<file path="src/design/textured_quad_scissor_uv_clip_top_macros.svh">
// Assertion helpers for the scissor clip block.
// Both expect clk and rst_n in the scope where they are used.
`ifndef TEXTURED_QUAD_SCISSOR_UV_CLIP_TOP_MACROS_SVH
`define TEXTURED_QUAD_SCISSOR_UV_CLIP_TOP_MACROS_SVH

// Check a consequence in the same cycle as its cause.
`define TQC_ASSERT_NOW(name, ante, cons, msg) \
    name: assert property (@(posedge clk) disable iff (!rst_n) (ante) |-> (cons)) \
        else $error(msg);

// Check a consequence in the cycle after its cause.
`define TQC_ASSERT_NEXT(name, ante, cons, msg) \
    name: assert property (@(posedge clk) disable iff (!rst_n) (ante) |=> (cons)) \
        else $error(msg);

`endif

</file>
<file path="src/design/tqc_pkg.sv">
`default_nettype none

package tqc_pkg;

    // Field widths
    localparam int COORD_W = 16;
    localparam int SIZE_W  = 15;
    localparam int TEX_W   = 16;

    // Configuration port
    localparam int CFG_IDX_W  = 2;
    localparam int CFG_DATA_W = 16;

    typedef enum logic [CFG_IDX_W-1:0] {
        CFG_SCISSOR_X      = 2'd0,
        CFG_SCISSOR_Y      = 2'd1,
        CFG_SCISSOR_WIDTH  = 2'd2,
        CFG_SCISSOR_HEIGHT = 2'd3
    } cfg_index_t;

    localparam logic signed [COORD_W-1:0] SCISSOR_POS_RESET  = '0;
    localparam logic        [SIZE_W-1:0]  SCISSOR_SIZE_RESET = '1;

    // Pipeline shape: ends, overlap, product, divider stages, output
    localparam int BITS_PER_STEP = 2;
    localparam int DIV_STEPS     = TEX_W / BITS_PER_STEP;
    localparam int ST_PROD       = 2;
    localparam int NS            = DIV_STEPS + 4;

    // Per-axis span tests, seen by the top level to make the clip decision
    typedef struct packed {
        logic touch;
        logic contained;
    } axis_flags_t;

    // Restoring divider word: partial remainder over dividend/quotient bits
    typedef struct packed {
        logic [SIZE_W-1:0] rem;
        logic [TEX_W-1:0]  low;
    } div_word_t;

    // One quotient bit: shift in the next dividend bit, subtract if it fits
    function automatic div_word_t div_step(div_word_t w, logic [SIZE_W-1:0] qs);
        logic [SIZE_W:0] trial;
        logic [SIZE_W:0] diff;
        div_word_t       r;
        trial = {w.rem, w.low[TEX_W-1]};
        diff  = trial - {1'b0, qs};
        if (trial >= {1'b0, qs})
        begin
            r.rem = diff[SIZE_W-1:0];
            r.low = {w.low[TEX_W-2:0], 1'b1};
        end
        else
        begin
            r.rem = trial[SIZE_W-1:0];
            r.low = {w.low[TEX_W-2:0], 1'b0};
        end
        return r;
    endfunction

endpackage

`default_nettype wire

</file>
<file path="src/design/tqc_if.sv">
`default_nettype none

// Quad item: screen quad and its texture rectangle
interface tqc_quad_if;
    import tqc_pkg::*;

    logic                      valid;
    logic                      ready;
    logic signed [COORD_W-1:0] quad_x;
    logic signed [COORD_W-1:0] quad_y;
    logic        [SIZE_W-1:0]  quad_width;
    logic        [SIZE_W-1:0]  quad_height;
    logic        [TEX_W-1:0]   tex_x;
    logic        [TEX_W-1:0]   tex_y;
    logic        [TEX_W-1:0]   tex_width;
    logic        [TEX_W-1:0]   tex_height;

    modport source (
        output valid, quad_x, quad_y, quad_width, quad_height,
               tex_x, tex_y, tex_width, tex_height,
        input  ready
    );

    modport sink (
        input  valid, quad_x, quad_y, quad_width, quad_height,
               tex_x, tex_y, tex_width, tex_height,
        output ready
    );
endinterface

// Result item: clipped texture rectangle
interface tqc_result_if;
    import tqc_pkg::*;

    logic             valid;
    logic             ready;
    logic [TEX_W-1:0] out_tex_x;
    logic [TEX_W-1:0] out_tex_y;
    logic [TEX_W-1:0] out_tex_width;
    logic [TEX_W-1:0] out_tex_height;
    logic             was_clipped;

    modport source (
        output valid, out_tex_x, out_tex_y, out_tex_width, out_tex_height, was_clipped,
        input  ready
    );

    modport sink (
        input  valid, out_tex_x, out_tex_y, out_tex_width, out_tex_height, was_clipped,
        output ready
    );
endinterface

`default_nettype wire

</file>
<file path="src/design/textured_quad_scissor_uv_clip_top.sv">
// Channel   Dir  Handshake     Carries
// quad      in   valid/ready   quad position and size, texture rectangle
// result    out  valid/ready   clipped texture rectangle, was_clipped flag
// cfg       in   cfg_we        scissor_x, scissor_y, scissor_width, scissor_height
//
// Takes one item per cycle unless the result stalls; items pass the span,
// overlap, product, restoring divider (two quotient bits a stage) and output.
// Reset clears the stage valid bits and loads the scissor reset values.
// Every stage has its own valid bit; a stalled result holds only the stages
// behind it that are full, so empty stages keep filling.
`default_nettype none
`include "textured_quad_scissor_uv_clip_top_macros.svh"

module textured_quad_scissor_uv_clip_top (
    input  logic                              clk,
    input  logic                              rst_n,
    tqc_quad_if.sink                          quad,
    tqc_result_if.source                      result,
    input  logic                              cfg_we,
    input  logic [tqc_pkg::CFG_IDX_W-1:0]     cfg_index,
    input  logic [tqc_pkg::CFG_DATA_W-1:0]    cfg_data
);
    import tqc_pkg::*;

    // Scissor registers
    logic signed [COORD_W-1:0] scissor_x_reg;
    logic signed [COORD_W-1:0] scissor_y_reg;
    logic [SIZE_W-1:0]         scissor_width_reg;
    logic [SIZE_W-1:0]         scissor_height_reg;

    always_ff @(posedge clk or negedge rst_n)
    begin
        if (!rst_n)
        begin
            scissor_x_reg      <= SCISSOR_POS_RESET;
            scissor_y_reg      <= SCISSOR_POS_RESET;
            scissor_width_reg  <= SCISSOR_SIZE_RESET;
            scissor_height_reg <= SCISSOR_SIZE_RESET;
        end
        else if (cfg_we)
        begin
            case (cfg_index_t'(cfg_index))
                CFG_SCISSOR_X:      scissor_x_reg      <= cfg_data[COORD_W-1:0];
                CFG_SCISSOR_Y:      scissor_y_reg      <= cfg_data[COORD_W-1:0];
                CFG_SCISSOR_WIDTH:  scissor_width_reg  <= cfg_data[SIZE_W-1:0];
                CFG_SCISSOR_HEIGHT: scissor_height_reg <= cfg_data[SIZE_W-1:0];
                default:            scissor_x_reg      <= scissor_x_reg;
            endcase
        end
    end

    // Stage enables: a stage advances when empty or when the next one advances
    logic [NS-1:0] v_reg;
    logic [NS-1:0] en;

    assign en[NS-1] = !v_reg[NS-1] || result.ready;

    for (genvar i = 0; i < NS-1; i++)
    begin : g_en
        assign en[i] = !v_reg[i] || en[i+1];
    end

    always_ff @(posedge clk or negedge rst_n)
    begin
        if (!rst_n)
        begin
            v_reg <= '0;
        end
        else
        begin
            if (en[0])
            begin
                v_reg[0] <= quad.valid;
            end
            for (int i = 1; i < NS; i++)
            begin
                if (en[i])
                begin
                    v_reg[i] <= v_reg[i-1];
                end
            end
        end
    end

    assign quad.ready   = en[0];
    assign result.valid = v_reg[NS-1];

    // Axis datapaths
    axis_flags_t      flags_x;
    axis_flags_t      flags_y;
    logic             do_clip;
    logic [TEX_W-1:0] start_x;
    logic [TEX_W-1:0] size_x;
    logic [TEX_W-1:0] start_y;
    logic [TEX_W-1:0] size_y;

    assign do_clip = flags_x.touch && flags_y.touch &&
                     !(flags_x.contained && flags_y.contained);

    tqc_axis u_axis_x (
        .clk       (clk),
        .en        (en),
        .q0        (quad.quad_x),
        .qs        (quad.quad_width),
        .s0        (scissor_x_reg),
        .ss        (scissor_width_reg),
        .t0        (quad.tex_x),
        .ts        (quad.tex_width),
        .do_clip   (do_clip),
        .flags     (flags_x),
        .tex_start (start_x),
        .tex_size  (size_x)
    );

    tqc_axis u_axis_y (
        .clk       (clk),
        .en        (en),
        .q0        (quad.quad_y),
        .qs        (quad.quad_height),
        .s0        (scissor_y_reg),
        .ss        (scissor_height_reg),
        .t0        (quad.tex_y),
        .ts        (quad.tex_height),
        .do_clip   (do_clip),
        .flags     (flags_y),
        .tex_start (start_y),
        .tex_size  (size_y)
    );

    // Carry the clip decision down to the output stage
    logic [NS-1:1] clip_reg;

    always_ff @(posedge clk)
    begin
        if (en[1])
        begin
            clip_reg[1] <= do_clip;
        end
        for (int i = 2; i < NS; i++)
        begin
            if (en[i])
            begin
                clip_reg[i] <= clip_reg[i-1];
            end
        end
    end

    assign result.out_tex_x      = start_x;
    assign result.out_tex_y      = start_y;
    assign result.out_tex_width  = size_x;
    assign result.out_tex_height = size_y;
    assign result.was_clipped    = clip_reg[NS-1];

    // Checks
    `TQC_ASSERT_NOW(a_ready_when_empty, !v_reg[0], quad.ready, "empty first stage refused an item")
    `TQC_ASSERT_NEXT(a_accept_fills, quad.valid && quad.ready, v_reg[0], "accepted item was lost")
    `TQC_ASSERT_NEXT(a_stall_holds, v_reg[NS-1] && !result.ready, v_reg[NS-1], "stalled result dropped")

endmodule

`default_nettype wire

</file>
<file path="src/design/tqc_axis.sv">
`default_nettype none

// One axis of the clip: span tests, overlap, scaled texture start and size.
// Stage enables come from the top level; this module holds payload only.
module tqc_axis (
    input  logic                               clk,
    input  logic [tqc_pkg::NS-1:0]             en,
    input  logic signed [tqc_pkg::COORD_W-1:0] q0,
    input  logic [tqc_pkg::SIZE_W-1:0]         qs,
    input  logic signed [tqc_pkg::COORD_W-1:0] s0,
    input  logic [tqc_pkg::SIZE_W-1:0]         ss,
    input  logic [tqc_pkg::TEX_W-1:0]          t0,
    input  logic [tqc_pkg::TEX_W-1:0]          ts,
    input  logic                               do_clip,
    output tqc_pkg::axis_flags_t               flags,
    output logic [tqc_pkg::TEX_W-1:0]          tex_start,
    output logic [tqc_pkg::TEX_W-1:0]          tex_size
);
    import tqc_pkg::*;

    typedef struct packed {
        logic [SIZE_W-1:0] ov;
        logic [SIZE_W-1:0] qs;
        logic [TEX_W-1:0]  t0;
        logic [TEX_W-1:0]  ts;
        logic              apply;
        logic              move;
    } ovl_t;

    typedef struct packed {
        div_word_t         w;
        logic [SIZE_W-1:0] qs;
        logic [TEX_W-1:0]  t0;
        logic [TEX_W-1:0]  ts;
        logic              apply;
        logic              move;
    } div_slot_t;

    // Stage 0: span ends
    logic signed [COORD_W:0] q0_reg;
    logic signed [COORD_W:0] q1_reg;
    logic signed [COORD_W:0] s0_reg;
    logic signed [COORD_W:0] s1_reg;
    logic [SIZE_W-1:0]       qs_reg;
    logic [TEX_W-1:0]        t0_reg;
    logic [TEX_W-1:0]        ts_reg;

    always_ff @(posedge clk)
    begin
        if (en[0])
        begin
            q0_reg <= {q0[COORD_W-1], q0};
            q1_reg <= $signed({q0[COORD_W-1], q0}) + $signed({1'b0, 1'b0, qs});
            s0_reg <= {s0[COORD_W-1], s0};
            s1_reg <= $signed({s0[COORD_W-1], s0}) + $signed({1'b0, 1'b0, ss});
            qs_reg <= qs;
            t0_reg <= t0;
            ts_reg <= ts;
        end
    end

    // Span tests on inclusive bounds
    logic start_in;
    logic end_in;
    logic covers;

    assign start_in        = (q0_reg >= s0_reg) && (q0_reg <= s1_reg);
    assign end_in          = (q1_reg >= s0_reg) && (q1_reg <= s1_reg);
    assign covers          = (q0_reg <= s0_reg) && (q1_reg >= s1_reg);
    assign flags.touch     = start_in || end_in || covers;
    assign flags.contained = start_in && end_in;

    // Stage 1: overlap length, clamped to the quad size
    logic signed [COORD_W:0] lo;
    logic signed [COORD_W:0] hi;
    logic signed [COORD_W:0] span_diff;
    logic signed [COORD_W:0] ov_wide;
    ovl_t                    ovl_next;
    ovl_t                    ovl_reg;

    always_comb
    begin
        lo        = (q0_reg > s0_reg) ? q0_reg : s0_reg;
        hi        = (q1_reg < s1_reg) ? q1_reg : s1_reg;
        span_diff = hi - lo;
        ov_wide   = (hi > lo) ? span_diff : '0;
        ovl_next.ov    = (ov_wide > $signed({1'b0, 1'b0, qs_reg})) ? qs_reg
                                                                    : ov_wide[SIZE_W-1:0];
        ovl_next.qs    = qs_reg;
        ovl_next.t0    = t0_reg;
        ovl_next.ts    = ts_reg;
        ovl_next.apply = do_clip && (qs_reg != '0);
        ovl_next.move  = !start_in;
    end

    always_ff @(posedge clk)
    begin
        if (en[1])
        begin
            ovl_reg <= ovl_next;
        end
    end

    // Stage 2: product overlap * texture size; stages after: divide by quad size
    logic [SIZE_W+TEX_W-1:0] prod;
    div_slot_t               slot_reg  [0:DIV_STEPS];
    div_slot_t               slot_next [1:DIV_STEPS];

    assign prod = ovl_reg.ov * ovl_reg.ts;

    always_comb
    begin
        for (int j = 1; j <= DIV_STEPS; j++)
        begin
            slot_next[j] = slot_reg[j-1];
            for (int b = 0; b < BITS_PER_STEP; b++)
            begin
                slot_next[j].w = div_step(slot_next[j].w, slot_next[j].qs);
            end
        end
    end

    always_ff @(posedge clk)
    begin
        if (en[ST_PROD])
        begin
            slot_reg[0].w     <= div_word_t'(prod);
            slot_reg[0].qs    <= ovl_reg.qs;
            slot_reg[0].t0    <= ovl_reg.t0;
            slot_reg[0].ts    <= ovl_reg.ts;
            slot_reg[0].apply <= ovl_reg.apply;
            slot_reg[0].move  <= ovl_reg.move;
        end
        for (int j = 1; j <= DIV_STEPS; j++)
        begin
            if (en[ST_PROD+j])
            begin
                slot_reg[j] <= slot_next[j];
            end
        end
    end

    // Output stage: cut part is ts - ceil(ov*ts/qs); saturate the moved start
    div_slot_t        last;
    logic             rem_nz;
    logic [TEX_W-1:0] cut;
    logic [TEX_W:0]   start_sum;
    logic [TEX_W-1:0] start_sat;
    logic [TEX_W-1:0] tex_start_next;
    logic [TEX_W-1:0] tex_size_next;
    logic [TEX_W-1:0] tex_start_reg;
    logic [TEX_W-1:0] tex_size_reg;

    always_comb
    begin
        last      = slot_reg[DIV_STEPS];
        rem_nz    = (last.w.rem != '0);
        cut       = last.ts - last.w.low - {{(TEX_W-1){1'b0}}, rem_nz};
        start_sum = {1'b0, last.t0} + {1'b0, cut};
        start_sat = start_sum[TEX_W] ? '1 : start_sum[TEX_W-1:0];
        if (last.apply)
        begin
            tex_start_next = last.move ? start_sat : last.t0;
            tex_size_next  = last.w.low;
        end
        else
        begin
            tex_start_next = last.t0;
            tex_size_next  = last.ts;
        end
    end

    always_ff @(posedge clk)
    begin
        if (en[NS-1])
        begin
            tex_start_reg <= tex_start_next;
            tex_size_reg  <= tex_size_next;
        end
    end

    assign tex_start = tex_start_reg;
    assign tex_size  = tex_size_reg;

endmodule

`default_nettype wire
</file>
<file path="src/flat_wrapper.sv">
// flat-port wrapper written by rule: the top's interface ports become plain ports
module textured_quad_scissor_uv_clip_top_flat import tqc_pkg::*;
  (clk, rst_n, cfg_we, cfg_index, cfg_data, quad_valid, quad_quad_x, quad_quad_y, quad_quad_width, quad_quad_height, quad_tex_x, quad_tex_y, quad_tex_width, quad_tex_height, quad_ready, result_valid, result_out_tex_x, result_out_tex_y, result_out_tex_width, result_out_tex_height, result_was_clipped, result_ready);
  tqc_quad_if quad_i ();
  tqc_result_if result_i ();
  input  logic clk;
  input  logic rst_n;
  input  logic cfg_we;
  input  logic [tqc_pkg::CFG_IDX_W-1:0] cfg_index;
  input  logic [tqc_pkg::CFG_DATA_W-1:0] cfg_data;
  input wire logic [$bits(quad_i.valid)-1:0] quad_valid;
  input wire logic [$bits(quad_i.quad_x)-1:0] quad_quad_x;
  input wire logic [$bits(quad_i.quad_y)-1:0] quad_quad_y;
  input wire logic [$bits(quad_i.quad_width)-1:0] quad_quad_width;
  input wire logic [$bits(quad_i.quad_height)-1:0] quad_quad_height;
  input wire logic [$bits(quad_i.tex_x)-1:0] quad_tex_x;
  input wire logic [$bits(quad_i.tex_y)-1:0] quad_tex_y;
  input wire logic [$bits(quad_i.tex_width)-1:0] quad_tex_width;
  input wire logic [$bits(quad_i.tex_height)-1:0] quad_tex_height;
  output wire logic [$bits(quad_i.ready)-1:0] quad_ready;
  output wire logic [$bits(result_i.valid)-1:0] result_valid;
  output wire logic [$bits(result_i.out_tex_x)-1:0] result_out_tex_x;
  output wire logic [$bits(result_i.out_tex_y)-1:0] result_out_tex_y;
  output wire logic [$bits(result_i.out_tex_width)-1:0] result_out_tex_width;
  output wire logic [$bits(result_i.out_tex_height)-1:0] result_out_tex_height;
  output wire logic [$bits(result_i.was_clipped)-1:0] result_was_clipped;
  input wire logic [$bits(result_i.ready)-1:0] result_ready;
  assign quad_i.valid = quad_valid;
  assign quad_i.quad_x = quad_quad_x;
  assign quad_i.quad_y = quad_quad_y;
  assign quad_i.quad_width = quad_quad_width;
  assign quad_i.quad_height = quad_quad_height;
  assign quad_i.tex_x = quad_tex_x;
  assign quad_i.tex_y = quad_tex_y;
  assign quad_i.tex_width = quad_tex_width;
  assign quad_i.tex_height = quad_tex_height;
  assign quad_ready = quad_i.ready;
  assign result_valid = result_i.valid;
  assign result_out_tex_x = result_i.out_tex_x;
  assign result_out_tex_y = result_i.out_tex_y;
  assign result_out_tex_width = result_i.out_tex_width;
  assign result_out_tex_height = result_i.out_tex_height;
  assign result_was_clipped = result_i.was_clipped;
  assign result_i.ready = result_ready;
  textured_quad_scissor_uv_clip_top u_core (.clk(clk), .rst_n(rst_n), .quad(quad_i), .result(result_i), .cfg_we(cfg_we), .cfg_index(cfg_index), .cfg_data(cfg_data));
endmodule
</file>
<file path="config.mk">
export PLATFORM = sky130hd
export DESIGN_NAME = textured_quad_scissor_uv_clip_top_flat
export DESIGN_NICKNAME = d
export VERILOG_FILES = /design/src/design/tqc_pkg.sv /design/src/design/tqc_if.sv /design/src/design/textured_quad_scissor_uv_clip_top.sv /design/src/design/tqc_axis.sv /design/src/flat_wrapper.sv
export VERILOG_INCLUDE_DIRS = /design/src /design/src/design
export SDC_FILE = /design/constraint.sdc
export NUM_CORES = 2
export LEC_CHECK = 0
export ABC_AREA = 1
export BUFFER_PORTS_ARGS = -buffer_cell sky130_fd_sc_hd__buf_2
export CAP_MARGIN = 20
export CORE_ASPECT_RATIO = 0.75
export CORE_UTILIZATION = 44
export DETAILED_ROUTE_END_ITERATION = 6
export GPL_TIMING_DRIVEN = 0
export PLACE_DENSITY_LB_ADDON = 0.2
export SLEW_MARGIN = 20
export SYNTH_ARGS = -nofsm -noshare
export SYNTH_HDL_FRONTEND = slang
export SYNTH_SLANG_ARGS = --single-unit
export TNS_END_PERCENT = 10
</file>
<file path="constraint.sdc">
create_clock -name clk -period 59.1 [get_ports clk]
set_input_delay 8.865 -clock clk [delete_from_list [all_inputs] [get_ports clk]]
set_output_delay 8.865 -clock clk [all_outputs]
set_load 0.01 [all_outputs]
</file>
==> run metrics <==
die area=270000 um2; P&R area growth vs syn=10.7%; RSZ-0062 raised after global routing=false; nature of the critical path endpoint=output port; TritonRoute pass-1 iters=7; DR DRC count=48; Setup TNS Final=0 ns; count of cell types in the netlist=66; clk sinks=1913; Post-CTS Resized=0; hold path cells=0; Slew Limit Fails=0; max_cap viols=0; vias in the first global route=81500; syn avg cell area=9.97 um2; nets@finish=13800; Core Area=266000 um2; # fillers=24400; global placement routability congestion=0.913; Rel. slew slack=40.7%; synthesized cell area=118000 um2; Reg2Reg Depth=21; Site Rows=164; antenna viol nets, final=0; number of port buffers=215; Die Wd=600 um; Die Ht=450 um; share of cells above drive strength 1=6.81%; slowest stage cell, crit path=nor2_2; worst min path class=register to register; largest net degree at the start of global routing=98; Reg clk slew, reported paths=0.06 ns; starting density of the core=44.2%; CTS max path bufs=4; Max FO, Critical Path=85; CP Class=input pin to output port; grt total ovfl=0; detail-routed via count per cell=5.24; initial antenna violation count=18; number of flops mapped to enable cells by yosys=1839; Tmin final=23.32 ns; failing checks=design-rule violations; CTS root buffer=clkbuf_16; Clk Latency, worst-skew pair=0.91 ns; first-pass GRT wire length=484 mm; Synth warnings=0; Worst Min Path Start=u_core.u_axis_y.slot_reg[0][622]$_DFFE_PP_; Setup Buffers After CTS=0; Seq/Total Area, Yosys=48.5%; Critical Path, Cell by Cell=buf_2, nor2_2, nand2_8, nor2_2, nand2_8, buf_16, buf_16, nor2_2, nand2_8, nor2_2, nand2_8, buf_16, nor2_2, nand2_8, nor2_2, nand2_4, buf_12, buf_2; drt total wl=316 mm; worst r2r src=u_core.u_axis_y.ovl_reg[53]$_DFFE_PP_; Worst Setup Start Kind=input pin; most frequent CP cell=nor2_2; ys async rst share=3.87%; hpwl dp=253 mm; CTS tree=yes; final hold violation count=0; Boundary Pins=216; max incr delay on CP=0.48 ns; status=complete, but fails checks; H-tree depth=4; Peak Freq=42.9 MHz; Worst Hold End=u_core.u_axis_y.slot_reg[0][704]$_DFFE_PP_; Syn Nets=13400; Synth Flop Type=edfxtp_1; r2r endpoint=u_core.u_axis_y.slot_reg[0][76]$_DFFE_PP_; Seq cells post-synth=1913; Setup Skew=0.112 ns; via count=83700; R2R Setup Slk=51.73 ns; crit path DAT=14.46 ns; WL/cell=19.8 um; worst path required time=50.24 ns; worst-margin pin slew=0.882 ns; Post-Synthesis Cells=11800; Num CTS Buffers=201; setup violators final=0; Total GRT Usage=23.2%; Iteration-0 DRC Markers=7149; fin crit share=39.5%; hold buffers post-CTS=0
synthesized netlist by cell type (23+ instances only):
cell type | instances | area share, %
nand2_1 | 2879 | 9.2
edfxtp_1 | 1839 | 47
inv_1 | 1695 | 5.4
ha_1 | 1016 | 11
a21oi_1 | 708 | 3.0
o21ai_0 | 612 | 2.6
nand3_1 | 481 | 2.0
nor2_1 | 472 | 1.5
fa_1 | 404 | 6.9
xor2_1 | 310 | 2.3
xnor2_1 | 212 | 1.6
clkbuf_1 | 126 | 0.40
nand4_1 | 111 | 0.59
nor3_1 | 105 | 0.45
a21o_1 | 74 | 0.47
o21ai_1 | 59 | 0.25
nand3b_1 | 45 | 0.29
o21bai_1 | 45 | 0.29
o31ai_1 | 45 | 0.29
buf_2 | 44 | 0.19
dfrtp_1 | 44 | 0.93
or2_2 | 40 | 0.21
a21boi_0 | 38 | 0.24
o21a_1 | 38 | 0.24
a31oi_1 | 35 | 0.19
nor4_1 | 31 | 0.16
dfstp_2 | 30 | 0.67
o21ai_2 | 26 | 0.19
buf_4 | 25 | 0.16
buf_6 | 24 | 0.23
nand3_2 | 23 | 0.20
cell families (layout without fill, tap and decap cells):
group / Yosys count / after routing / share of synthesized area (%)
adders and majority gates: 1420 / 1420 / 17.7
AOI/OAI and AO/OA: 1767 / 1767 / 8.43
xor gates and xnor gates: 522 / 522 / 3.88
muxes: 2 / 2 / 0.0191
buffers and inverters: 1940 / 2536 / 6.47
and+or+nand+nor: 4252 / 4252 / 15.1
DFF: 1913 / 1913 / 48.5
other: 0 / 3 / 0
critical path: cells and delay by family:
family	cells	cell delay (ns)
buffers and inverters	6	1.41
AND/OR/NAND/NOR	12	3.93
worst max-delay path by stage:
stage                  from    endpoint  slack, ns  cells after the start
2_1_floorplan  result_ready  quad_ready      26.28                     12
3_3_place_gp   result_ready  quad_ready      15.12                     14
3_5_place_dp   result_ready  quad_ready      35.54                     18
4_1_cts        result_ready  quad_ready      35.53                     18
5_1_grt        result_ready  quad_ready      35.38                     18
6_report       result_ready  quad_ready      35.78                     18
per-layer routing:
layer	global-route usage, %	up-vias	routed length [um]
met5	0	-	0
met4	4.30	0	5540
met3	3.31	334	19700
met2	33.3	2251	129000
met1	37.0	40400	162000
li1	-	40700	-
cell usage in the layout, fill, tap and decap left out, types with 74 or more instances in the layout:
cell and instances:
a21o_1 74, ha_1 1016, nor3_1 105, a21oi_1 708, clkbuf_1 148, inv_1 1689
xnor2_1 212, nand3_1 481, clkbuf_16 204, nand2_1 2878, o21ai_0 612, nand4_1 111
fa_1 404, xor2_1 310, nor2_1 472, edfxtp_1 1839, buf_2 258
through the flow:
| step | instances | cell area [um2] | utilization, % | hold WS, ns | setup WS (ns) |
|---|---|---|---|---|---|
| 6_report | 16000 | 130000 | 49.0 | 0.331 | 35.78 |
| 5_1_grt | 16000 | 130000 | 49.0 | 0.330 | 35.38 |
| 4_1_cts | 16000 | 130000 | 49.0 | 0.327 | 35.53 |
| 3_5_place_dp | 15600 | 124000 | 46.6 | 0.405 | 35.54 |
| 3_3_place_gp | 15600 | 123000 | 46.3 | 0.401 | 15.12 |
| 2_1_floorplan | 11800 | 118000 | - | 0.400 | 26.28 |
area by class of cell:
class / instances / area [um2] / share of cell area, %
flip-flops and latches: 1913 / 57100 / 43.8
multi-input cells: 7963 / 53200 / 40.8
inverters: 1717 / 6490 / 4.97
clock buffers: 229 / 5220 / 4.00
well taps: 3569 / 4470 / 3.42
repair buffers: 237 / 1670 / 1.28
plain buffers: 223 / 1170 / 0.897
clock inverters: 130 / 1130 / 0.864
diodes: 3 / 7.51 / 0.00576
Power is left out: the tool's default activity adds up to more than one toggle a clock period on the data nets, which glitch-free logic cannot reach.
